**src/rtl/cmd_pkg.sv**
```systemverilog
`default_nettype none

package cmd_pkg;

    localparam int MAX_WIDTH   = 256;
    localparam int MAX_HEIGHT  = 256;
    localparam int SAMPLE_BITS = 16;

    localparam int X_BITS      = $clog2(MAX_WIDTH);
    localparam int Y_BITS      = $clog2(MAX_HEIGHT);
    // frame entry y*MAX_WIDTH+x: the row sits above the column bits
    localparam int ADDR_BITS   = X_BITS + Y_BITS;
    localparam int STORE_DEPTH = MAX_WIDTH * MAX_HEIGHT;

    // at most six taps of total weight eight, plus the rounding half
    localparam int ACC_BITS    = SAMPLE_BITS + 3;
    // scaled position plus signed origin plus tap offset
    localparam int COORD_BITS  = 13;

    localparam int CFG_DATA_BITS  = 9;
    localparam int CFG_INDEX_BITS = 3;
    localparam int PC_BITS        = 4;

    typedef enum logic [CFG_INDEX_BITS-1:0] {
        CFG_SOURCE_WIDTH  = 3'd0,
        CFG_SOURCE_HEIGHT = 3'd1,
        CFG_SUBSAMPLE_X   = 3'd2,
        CFG_SUBSAMPLE_Y   = 3'd3,
        CFG_SITING        = 3'd4,
        CFG_ORIGIN_X      = 3'd5,
        CFG_ORIGIN_Y      = 3'd6
    } t_cfg_index;

    typedef enum logic [1:0] {
        ST_OK           = 2'd0,
        ST_BAD_CONFIG   = 2'd1,
        ST_OUT_OF_RANGE = 2'd2
    } t_status;

    localparam logic OP_STORE   = 1'b0;
    localparam logic OP_COMPUTE = 1'b1;

    localparam logic [1:0] SIT_CENTRE   = 2'd0;
    localparam logic [1:0] SIT_LEFT     = 2'd1;
    localparam logic [1:0] SIT_TOP_LEFT = 2'd2;

    typedef struct packed {
        logic                   operation;
        logic [7:0]             pos_x;
        logic [7:0]             pos_y;
        logic [15:0]            sample_in;
    } t_cmd;

    typedef struct packed {
        logic [15:0]            sample_out;
        t_status                status;
    } t_result;

    // microcode
    typedef enum logic [2:0] {
        UC_NEXT,
        UC_JUMP,
        UC_IF_WIDE,
        UC_IF_ONE_ROW,
        UC_DONE
    } t_ucond;

    typedef struct packed {
        logic                   rd;
        logic signed [2:0]      xoff;
        logic                   yoff;
        logic                   dbl;
        t_ucond                 cond;
        logic [PC_BITS-1:0]     target;
    } t_uword;

    typedef struct packed {
        logic                   wide;
        logic                   one_row;
    } t_uflags;

    typedef struct packed {
        logic                   active;
        logic                   rd;
        logic signed [2:0]      xoff;
        logic                   yoff;
        logic                   dbl;
        logic                   done;
    } t_uctl;

    localparam logic [PC_BITS-1:0] UA_POINT  = 4'd0;
    localparam logic [PC_BITS-1:0] UA_BOX    = 4'd1;
    localparam logic [PC_BITS-1:0] UA_BOX_W  = 4'd6;
    localparam logic [PC_BITS-1:0] UA_LEFT   = 4'd8;
    localparam logic [PC_BITS-1:0] UA_DRAIN  = 4'd14;
    localparam logic [PC_BITS-1:0] UA_FINISH = 4'd15;

    function automatic t_uword uw(input logic rd, input logic signed [2:0] xoff,
                                  input logic yoff, input logic dbl,
                                  input t_ucond cond, input logic [PC_BITS-1:0] target);
        t_uword w;
        w.rd     = rd;
        w.xoff   = xoff;
        w.yoff   = yoff;
        w.dbl    = dbl;
        w.cond   = cond;
        w.target = target;
        return w;
    endfunction

    function automatic t_uword ucode_rom(input logic [PC_BITS-1:0] addr);
        t_uword w;
        unique case (addr)
            // point sample
            4'd0:  w = uw(1'b1,  3'sd0, 1'b0, 1'b0, UC_JUMP,       UA_DRAIN);
            // box: two columns, then two more columns, a second row, or nothing more
            4'd1:  w = uw(1'b1,  3'sd0, 1'b0, 1'b0, UC_NEXT,       UA_DRAIN);
            4'd2:  w = uw(1'b1,  3'sd1, 1'b0, 1'b0, UC_IF_WIDE,    UA_BOX_W);
            4'd3:  w = uw(1'b0,  3'sd0, 1'b0, 1'b0, UC_IF_ONE_ROW, UA_DRAIN);
            4'd4:  w = uw(1'b1,  3'sd0, 1'b1, 1'b0, UC_NEXT,       UA_DRAIN);
            4'd5:  w = uw(1'b1,  3'sd1, 1'b1, 1'b0, UC_JUMP,       UA_DRAIN);
            4'd6:  w = uw(1'b1,  3'sd2, 1'b0, 1'b0, UC_NEXT,       UA_DRAIN);
            4'd7:  w = uw(1'b1,  3'sd3, 1'b0, 1'b0, UC_JUMP,       UA_DRAIN);
            // [1 2 1] over one or two rows
            4'd8:  w = uw(1'b1, -3'sd1, 1'b0, 1'b0, UC_NEXT,       UA_DRAIN);
            4'd9:  w = uw(1'b1,  3'sd0, 1'b0, 1'b1, UC_NEXT,       UA_DRAIN);
            4'd10: w = uw(1'b1,  3'sd1, 1'b0, 1'b0, UC_IF_ONE_ROW, UA_DRAIN);
            4'd11: w = uw(1'b1, -3'sd1, 1'b1, 1'b0, UC_NEXT,       UA_DRAIN);
            4'd12: w = uw(1'b1,  3'sd0, 1'b1, 1'b1, UC_NEXT,       UA_DRAIN);
            4'd13: w = uw(1'b1,  3'sd1, 1'b1, 1'b0, UC_NEXT,       UA_DRAIN);
            // last read data lands in the accumulator, then the result goes out
            4'd14: w = uw(1'b0,  3'sd0, 1'b0, 1'b0, UC_NEXT,       UA_FINISH);
            4'd15: w = uw(1'b0,  3'sd0, 1'b0, 1'b0, UC_DONE,       UA_FINISH);
        endcase
        return w;
    endfunction

endpackage

`default_nettype wire

```
**src/rtl/cmd_sequencer.sv**
```systemverilog
`default_nettype none

module cmd_sequencer
    import cmd_pkg::*;
(
    input  wire logic               i_clk,
    input  wire logic               i_rst_n,
    input  wire logic               i_launch,
    input  wire logic [PC_BITS-1:0] i_entry,
    input  wire t_uflags            i_flags,
    output t_uctl                   o_ctl
);

    logic               r_active;
    logic               n_active;
    logic [PC_BITS-1:0] r_pc;
    logic [PC_BITS-1:0] n_pc;
    t_uword             word;
    logic               take_jump;

    assign word = ucode_rom(r_pc);

    always_comb begin
        unique case (word.cond)
            UC_JUMP:       take_jump = 1'b1;
            UC_IF_WIDE:    take_jump = i_flags.wide;
            UC_IF_ONE_ROW: take_jump = i_flags.one_row;
            default:       take_jump = 1'b0;
        endcase
    end

    always_comb begin
        if (i_launch) begin
            n_pc     = i_entry;
            n_active = 1'b1;
        end else begin
            n_pc     = take_jump ? word.target : PC_BITS'(r_pc + 1'b1);
            n_active = r_active && (word.cond != UC_DONE);
        end
    end

    always_ff @(posedge i_clk) begin
        if (!i_rst_n) begin
            r_active <= 1'b0;
            r_pc     <= UA_FINISH;
        end else begin
            r_active <= n_active;
            if (r_active || i_launch) begin
                r_pc <= n_pc;
            end
        end
    end

    always_comb begin
        o_ctl.active = r_active;
        o_ctl.rd     = r_active && word.rd;
        o_ctl.xoff   = word.xoff;
        o_ctl.yoff   = word.yoff;
        o_ctl.dbl    = word.dbl;
        o_ctl.done   = r_active && (word.cond == UC_DONE);
    end

endmodule

`default_nettype wire

```
**config.mk**
```make
export PLATFORM = sky130hd
export DESIGN_NAME = cmd_sequencer
export DESIGN_NICKNAME = d
export VERILOG_FILES = /design/src/rtl/cmd_pkg.sv /design/src/rtl/cmd_sequencer.sv
export SDC_FILE = /design/constraint.sdc
export NUM_CORES = 1
export LEC_CHECK = 0
export ABC_AREA = 1
export ABC_CLOCK_PERIOD_IN_PS = 2000
export BUFFER_PORTS_ARGS = -buffer_cell sky130_fd_sc_hd__buf_2
export CORE_MARGIN = 5
export CORE_UTILIZATION = 30
export DETAILED_ROUTE_END_ITERATION = 8
export GPL_TIMING_DRIVEN = 0
export PLACE_DENSITY = 0.58
export REMOVE_ABC_BUFFERS = 1
export SLEW_MARGIN = 10
export SYNTH_ARGS = -nofsm -noshare
export SYNTH_HDL_FRONTEND = slang
export SYNTH_SLANG_ARGS = --single-unit
```
**constraint.sdc**
```tcl
create_clock -name i_clk -period 2 [get_ports i_clk]
set_clock_uncertainty 0.2 [all_clocks]
set_input_delay 0.2 -clock i_clk [delete_from_list [all_inputs] [get_ports i_clk]]
set_output_delay 0.2 -clock i_clk [all_outputs]
set_load 0.02 [all_outputs]
```
==> impl_metrics.json, run 1 <==
{
  "status": "complete, no violations",
  "seqPwrFrac_pct": 45.5,
  "ios": 17,
  "p_comb_share_pct": 29.6,
  "synth_compound_area_share_pct": 7.78,
  "seq_area_frac_synth_pct": 35.6,
  "start_kind": "register",
  "drt_iter0_drc": 25,
  "syn_area_per_cell_um2": 7.45,
  "gp_congestion": 0.839,
  "firstDrtPassIters": 4,
  "p_int_w": 0.000562,
  "setup_viol_count_final": 0,
  "wl_per_cell_um": 9.85,
  "final-seq-area_um2": 322,
  "synth_adder_area_share_pct": 9.72,
  "grt_usage_pct": 8.33,
  "final_common_cell": "nand2_1",
  "vdd_drop_max_v": 0.000226,
  "synth_edf_count": 0,
  "cp.arrival_ns": 1.85,
  "first_global_vias": 695,
  "tightest_slew_ns": 0.307,
  "yosysUniqueCellTypes": 21,
  "cts.clk_slew.worst_paths_ns": 0.09,
  "crit_path_top_delay_cell": "dfxtp_1",
  "maxCapViolCount": 0,
  "ys.flop_type": "dfxtp_1",
  "vias_per_cell": 4.50,
  "clockPowerShare_pct": 24.9,
  "swShare_pct": 33.2,
  "worstSetupPathType": "reg2reg",
  "layout-drive-gt1-share_pct": 26.3,
  "cp.required_ns": 1.98,
  "instances_no_fill": 168,
  "grt_overflow": 0,
  "die_h_um": 64.8,
  "io_buffers": 16,
  "grt_max_degree": 10,
  "initial_core_util_pct": 31.8,
  "synthCells": 121,
  "rsz0062_at_grt": "no",
  "design.die.area_um2": 4200,
  "min_period_ns": 1.87,
  "die_x_um": 64.8,
  "core_region_area_um2": 2830,
  "switching_power_w": 0.000279,
  "synth_xor_area_share_pct": 0.972,
  "p_leak_nw": 0.553,
  "multi_input_area_um2": 493,
  "fill_cells": 308,
  "fp-row-count": 19,
  "hold_path_class": "in2reg",
  "grt_pass1_wl_mm": 2.79,
  "max_slew_margin_pct": 79.5,
  "cp_cell_sequence": "nor2_1 -> nor2_2 -> nand2_1 -> nand2_1 -> nand3_1 -> nand2_2 -> inv_1 -> ha_1 -> nand2_1 -> nand2_1 -> nand2_1 -> nand2_1",
  "cp_common_cell": "nand2_1",
  "cts.path.max_buffers": 2,
  "synth_mux_area_share_pct": 0,
  "antenna_cells_inserted": 0,
  "fmax_mhz": 535,
  "htreeDepth": 1,
  "area_growth_pct": 15.4,
  "post-route-period-util_pct": 93.5,
  "clk_latency_ns": 0.29,
  "hpwl_mm": 1.36,
  "hold_viol_final": 0,
  "cp_max_fo": 4,
  "drc": 0,
  "cts_tree": "built",
  "routed_wl_mm": 1.66,
  "vias": 756,
  "layout_common_cells": "nand2_1 (37), buf_2 (16), dfxtp_1 (15), inv_1 (12)",
  "cts-root-buf": "clkbuf_4",
  "pwr_density_cell_nw_per_um2": 809,
  "clkSinkCount": 16,
  "cts_buffers": 3,
  "async_reset_ff_share_pct": 0,
  "synthSimpleGateAreaFrac_pct": 35.1,
  "fin_nets": 154,
  "syn_area_um2": 901,
  "dp.cells": 162,
  "cp-end-kind": "register",
  "grt_antenna_before_repair": 0,
  "max_stage_delay_ns": 0.35,
  "synth_top_family_by_area": "simple AND/OR/NAND/NOR gates",
  "synth_warnings": 0,
  "ant_nets": 0,
  "utilization_pct": 36.8,
  "drv_slew": 0,
  "synth-seq-cells": 16
}
-- cell type report --
cell class	count	share of cell area, %
clock buffer	4	3.49
inverter	14	5.05
multi-input combinational	85	47.4
sequential	16	30.9
tap	31	3.73
timing repair buffer	18	9.39
-- per-stage QoR --
stage                     hold slack (ns)  TNS (ns)  worst slack, ns  total power, W  cell area (um^2)
final                              0.0411         0            0.130        0.000841              1040
after global routing               0.0404         0           0.0112        0.000906              1040
after CTS                          0.0351         0           0.0491        0.000843              1020
after detailed placement            0.268   -0.0179          -0.0179        0.000634               975
after global placement              0.261         0           0.0115        0.000626               975
after floorplan                     0.130         0           0.0842        0.000568               856
-- critical path, delay by kind of cell (launching register included) --
kind / cells / cell delay (ns)
AND/OR/NAND/NOR: 10 / 0.81
flip-flops: 1 / 0.35
adder cells (fa/ha/maj): 1 / 0.31
buffers and inverters: 1 / 0.09
-- metal layers --
layer / GRT usage [%] / routed length, um
met5: 0 / 0
met4: 4.75 / 53
met3: 1.90 / 69
met2: 14.7 / 812
met1: 9.15 / 719
-- path summary, 6_finish.rpt --
kind,start,to,slack (ns),cells past startpoint
setup / recovery,word[4]$_DFF_P_,word[4]$_DFF_P_,0.13,12
hold / removal,i_entry[0],r_pc[0]$_SDFFE_PN1N_,0.04,5
setup reg to reg,word[4]$_DFF_P_,word[4]$_DFF_P_,0.13,12
hold reg to reg,word[6]$_SDFF_PN0_,r_active$_SDFF_PN0_,0.34,3
-- synthesized netlist by cell type (2+ instances only) --
library cell,count,area [um^2]
a21oi_1,4,20.0
buf_4,6,45.0
dfxtp_1,16,320
ha_1,7,87.6
inv_1,12,45.0
inv_2,2,7.51
nand2_1,38,143
nand2_2,3,18.8
nand3_1,10,50.1
nor2_1,10,37.5
nor2_4,2,22.5
o21ai_1,2,10.0
-- power by group through the flow --
stage	combinational [W]	clock (W)	sequential, W
after floorplan	0.000158	0	0.000410
after global placement	0.000238	0	0.000388
after detailed placement	0.000243	0	0.000390
after CTS	0.000246	0.000214	0.000383
after global routing	0.000279	0.000238	0.000389
final	0.000249	0.000210	0.000383
-- kinds of logic (layout without fill, tap and decap cells) --
family / count (synthesis) / after routing
fa+ha+maj: 7 / 7
flops: 16 / 16
xor+xnor: 1 / 1
buf+inv: 20 / 36
simple gates: 68 / 68
compound gates: 9 / 9
-- sequential cells by signal, summed over array words and instances (netlist names) --
signal / count
word: 11
r_active: 1
r_pc: 4
-- repair_timing --
action | CTS | global route
buffers inserted | 0 | 1
hold buffers | 1 | 0
gates cloned | 0 | 0
endpoints found under the hold margin | 1 | 0
endpoints found under the setup margin | 1 | 3
resized for setup | 1 | 2
pin swaps | 0 | 0
(Power assumes the default switching activity.)
==> run 2: changes to the inputs <==
==> constraint.sdc (replaced) <==
create_clock -name i_clk -period 2 [get_ports i_clk]
set_clock_uncertainty 0.2 [all_clocks]
set_input_delay 0.1 -clock i_clk [delete_from_list [all_inputs] [get_ports i_clk]]
set_output_delay 0.1 -clock i_clk [all_outputs]
set_load 0.02 [all_outputs]
==> run 2 against run 1 <==
  * Fmax rose by 0.38%
  * Design area rose by 2.9%
  * Critical endpoint unchanged
  * Highest routed layer unchanged
  * Flip-flop and latch count did not move
  * Sequential power barely moved
  * Critical path type unchanged
  * Clock power barely moved
  * Combinational power rose by 3%
==> impl_metrics.json, run 2 (same netlist as run 1, synthesis figures left out) <==
{
  "status": "complete, no violations",
  "grt_antenna_before_repair": 0,
  "clk_latency_ns": 0.28,
  "firstDrtPassIters": 5,
  "cp_cell_sequence": "inv_1 -> nand2_1 -> nand3_1 -> nand2_1 -> nand2_1 -> nand2_1 -> nand3_4 -> ha_1 -> nand2_1 -> nand2_1 -> nand2_1 -> nand2_1",
  "pwr_density_cell_nw_per_um2": 792,
  "min_period_ns": 1.86,
  "drv_slew": 0,
  "wl_per_cell_um": 10.1,
  "cp_max_fo": 7,
  "timing.rr.end": "word[4]$_DFF_P_",
  "post-route-period-util_pct": 93.1,
  "final-seq-area_um2": 322,
  "tightest_slew_ns": 0.304,
  "p_leak_nw": 0.565,
  "rsz0062_at_grt": "no",
  "first_global_vias": 713,
  "worstSetupPathType": "reg2reg",
  "gp_congestion": 0.839,
  "area_growth_pct": 18.8,
  "cp_common_cell": "nand2_1",
  "final_common_cell": "nand2_1",
  "cts.clk_slew.worst_paths_ns": 0.09,
  "design.die.area_um2": 4200,
  "die_h_um": 64.8,
  "grt_usage_pct": 8.51,
  "worstSetupEndpoint": "word[4]$_DFF_P_",
  "p_total_w": 0.000848,
  "fin_nets": 157,
  "core_region_area_um2": 2830,
  "fill_cells": 303,
  "grt_pass1_wl_mm": 2.86,
  "cts.path.max_buffers": 2,
  "cp.arrival_ns": 1.84,
  "vias": 783,
  "vias_per_cell": 4.58,
  "fp-row-count": 19,
  "cts-root-buf": "clkbuf_4",
  "drt_iter0_drc": 26,
  "hold_viol_final": 0,
  "maxCapViolCount": 0,
  "clkSinkCount": 16,
  "tns_ns": 0,
  "initial_core_util_pct": 31.8,
  "cts_buffers": 3,
  "grt_overflow": 0,
  "start_kind": "register",
  "cts_tree": "built",
  "ant_nets": 0,
  "max_slew_margin_pct": 79.7,
  "largest_reg_flops": 11,
  "htreeDepth": 1,
  "die_x_um": 64.8,
  "reg2reg_setup_slack_ns": 0.14,
  "grt_max_degree": 10,
  "layout_common_cells": "nand2_1 (37), buf_2 (16), dfxtp_1 (15), inv_1 (11)",
  "r2r_start": "word[4]$_DFF_P_",
  "max_stage_delay_ns": 0.35,
  "io_buffers": 16,
  "worstRegToRegCells": 12,
  "hpwl_mm": 1.36,
  "drc": 0,
  "setup.worst_path.start": "word[4]$_DFF_P_",
  "crit_path_top_delay_cell": "dfxtp_1",
  "cp-end-kind": "register",
  "setup_viol_count_final": 0,
  "hold_path_class": "in2reg",
  "fmax_mhz": 537,
  "layout-drive-gt1-share_pct": 26.4,
  "antenna_cells_inserted": 0,
  "multi_input_area_um2": 493,
  "routed_wl_mm": 1.73,
  "vdd_drop_max_v": 0.000226,
  "cp.required_ns": 1.98,
  "ios": 17
}
## run 2: what timing repair did
action                                  CTS  global route
buffers inserted                          0             1
hold endpoints to repair                  3             0
resized for setup                         1             3
endpoints found under the setup margin    1             4
pin swaps                                 0             1
hold buffers                              4             0
## run 2: worst max-delay path, delay by kind of cell (launching register included)
kind / cells / cell delay (ns)
simple gates: 10 / 0.85
buf+inv: 1 / 0.04
fa+ha+maj: 1 / 0.32
flops: 1 / 0.35
## run 2: area by class of cell
cell class | count | share of cell area (%)
timing repair buffer | 21 | 11.9
tap | 31 | 3.63
inverter | 14 | 4.91
multi-input combinational | 85 | 46.1
sequential | 16 | 30.1
clock buffer | 4 | 3.39
## run 2: per-layer routing
metal | up-vias | track usage (%) | routed length, um
met5 | - | 0 | 0
met2 | 17 | 15.1 | 862
met4 | 0 | 4.75 | 49
li1 | 408 | - | -
met1 | 354 | 9.46 | 755
met3 | 4 | 1.73 | 61
## run 2: through the flow
stage          utilization (%)  std cells  setup WS (ns)  cell area, um^2  hold slack (ns)
2_1_floorplan                -        115         0.0842              856           0.0303
3_3_place_gp              34.5        162         0.0115              975            0.161
3_5_place_dp              34.5        162        -0.0179              975            0.168
4_1_cts                   37.2        170         0.0491             1050          0.00685
5_1_grt                   37.8        171        0.00964             1070           0.0632
6_report                  37.8        171          0.137             1070           0.0382
## run 2: how the worst min path moves through the flow
stage	startpoint	endpoint	slack, ns	depth (start not counted)
global route	i_launch	r_pc[1]$_SDFFE_PN1N_	0.06	3
floorplan	i_launch	r_active$_SDFF_PN0_	0.03	2
finish	i_entry[3]	r_pc[3]$_SDFFE_PN1N_	0.04	5
CTS	i_launch	r_pc[1]$_SDFFE_PN1N_	0.007	3
global placement	i_entry[1]	r_pc[1]$_SDFFE_PN1N_	0.16	3
detailed placement	i_entry[1]	r_pc[1]$_SDFFE_PN1N_	0.17	3
## run 2: report_power, final
group / internal (W) / switching, W / leakage (nW)
combinational: 0.0000945 / 0.000162 / 0.411
sequential: 0.000361 / 0.0000213 / 0.133
clock: 0.000111 / 0.0000983 / 0.0210
==> run 3: changes to the inputs <==
Settings changed: CORE_UTILIZATION 30 to 40, PLACE_DENSITY 0.58 to 0.71.
==> run 3 against run 2 <==
  * Clock power down 2%
  * Register-to-register slack better by 0.02 ns
  * Final cell count down 0.58%
  * Critical endpoint unchanged
  * Largest cell class unchanged
==> impl_metrics.json, run 3 (same netlist as run 1, synthesis figures left out) <==
{
  "hold_path_class": "in2reg",
  "grt_overflow": 0,
  "drv_slew": 0,
  "r2r_start": "word[4]$_DFF_P_",
  "wl_per_cell_um": 10.6,
  "setup.worst_path.start": "i_launch",
  "critPathTopFamily": "buffers and inverters",
  "timing.rr.end": "word[4]$_DFF_P_",
  "worst-path-buf-inv": 3,
  "instances_no_fill": 170,
  "setup_slack_ns": 0.117,
  "largest_reg_flops": 11,
  "fin_nets": 159,
  "fmax_mhz": 531,
  "vdd_drop_max_v": 0.000378,
  "routed_wl_mm": 1.80,
  "maxCapViolCount": 0,
  "die_x_um": 57.5,
  "highest_layer": "met4",
  "reg2reg_setup_slack_ns": 0.16,
  "layout-drive-gt1-share_pct": 31.7,
  "placed_area_um2": 971,
  "cp_common_cell": "nand2_1",
  "hold_viol_final": 0,
  "first_global_vias": 740,
  "wl_met1_um": 709,
  "cp-end-kind": "register",
  "final-seq-area_um2": 323,
  "cts.clk_slew.worst_paths_ns": 0.08,
  "grt_max_degree": 10,
  "ant_nets": 0,
  "grt_pass1_wl_mm": 3.08,
  "path_depth": 11,
  "status": "complete, no violations",
  "met3_wirelength_um": 85,
  "vias": 792,
  "cp_cell_sequence": "dlygate4sd3_1 -> buf_2 -> nor2_2 -> nand3_2 -> nand2_2 -> inv_2 -> ha_1 -> nand2_1 -> nand2_1 -> nand2_1 -> nand2_1",
  "design_area_um2": 1100,
  "tightest_slew_ns": 0.337,
  "clkSinkCount": 16,
  "max_slew_margin_pct": 77.5,
  "fp-row-count": 17,
  "setup_viol_count_final": 0,
  "p_leak_nw": 0.577,
  "cts.path.max_buffers": 2,
  "core_region_area_um2": 2190,
  "hold_ws_ns": 0.0352,
  "initial_core_util_pct": 41.1,
  "p_total_w": 0.000860,
  "worstSetupEndpoint": "word[4]$_DFF_P_",
  "cts_buffers": 3,
  "cts-root-buf": "clkbuf_4",
  "fill_cells": 214,
  "min_period_ns": 1.88,
  "worstSetupPathType": "in2reg",
  "drc": 0,
  "hpwl_mm": 1.35,
  "pwr_density_cell_nw_per_um2": 782,
  "crit_path_top_delay_cell": "dlygate4sd3_1",
  "area_growth_pct": 21.9,
  "ios": 17,
  "grt_usage_pct": 11.8,
  "firstDrtPassIters": 4,
  "pre_cts_ws_ns": -0.0871,
  "multi_input_area_um2": 509,
  "vias_per_cell": 4.66,
  "start_kind": "input pin",
  "worstRegToRegCells": 12,
  "grt_antenna_before_repair": 0,
  "antenna_cells_inserted": 0,
  "clk_latency_ns": 0.28,
  "post-route-period-util_pct": 94.2,
  "gp_congestion": 0.776,
  "drt_iter0_drc": 21,
  "wl_met2_um": 952,
  "design.die.area_um2": 3300,
  "final_common_cell": "nand2_1",
  "cp_max_fo": 7,
  "io_buffers": 16,
  "max_stage_delay_ns": 0.53,
  "die_h_um": 57.5,
  "layout_common_cells": "nand2_1 (36), buf_2 (16), dfxtp_1 (14), inv_1 (11), nand3_1 (9)",
  "dp.cells": 159,
  "htreeDepth": 1,
  "cts_tree": "built",
  "cp.required_ns": 1.98,
  "cp.arrival_ns": 1.86
}
## run 3: changes by cell type in the layout (fill, tap and decap cells not counted), sizes merged
cell / delta
buf: +2
## run 3: repair_timing
item / CTS / global route
gates resized for setup: 1 / 9
hold buffers: 4 / 0
pin swaps: 1 / 1
hold endpoints to repair: 3 / 0
setup buffers: 1 / 2
endpoints found under the setup margin: 4 / 5
## run 3: report_power, final
group	switching, W	total (W)	internal [W]
combinational	0.000169	0.000270	0.000101
clock	0.0000946	0.000205	0.000111
sequential	0.0000219	0.000384	0.000362
## run 3: worst register-to-register path: cells and delay by family, from the launching register on
family	cells	cell delay (ns)
and+or+nand+nor	10	0.81
DFF	1	0.36
adders and majority gates	1	0.33
buffers and inverters	1	0.04
## run 3: area by class of cell
cell class | instances | area share (%)
Clock buffer | 4 | 3.30
Inverter | 14 | 4.78
Multi-Input combinational cell | 85 | 46.4
Sequential cell | 16 | 29.4
Tap cell | 28 | 3.19
Timing Repair Buffer | 23 | 13.0
## run 3: worst min path at each step
stage               startpoint              endpoint  cells past startpoint
floorplan             i_launch   r_active$_SDFF_PN0_                      2
global placement    i_entry[1]  r_pc[1]$_SDFFE_PN1N_                      3
detailed placement  i_entry[1]  r_pc[1]$_SDFFE_PN1N_                      3
CTS                 i_entry[3]  r_pc[3]$_SDFFE_PN1N_                      5
global route           i_rst_n  r_pc[3]$_SDFFE_PN1N_                      4
finish              i_entry[3]  r_pc[3]$_SDFFE_PN1N_                      5
## run 3: per-layer routing
metal / vias up / GRT usage (%)
met5: - / 0
li1: 412 / -
met4: 0 / 6.95
met2: 21 / 22.1
met3: 5 / 1.58
met1: 354 / 12.3
## run 3: metrics by stage
step	TNS [ns]	utilization (%)
after floorplan	0	-
after global placement	0	44.3
after detailed placement	-0.172	44.3
after CTS	0	48.3
after global routing	-0.00833	50.1
final	0	50.1
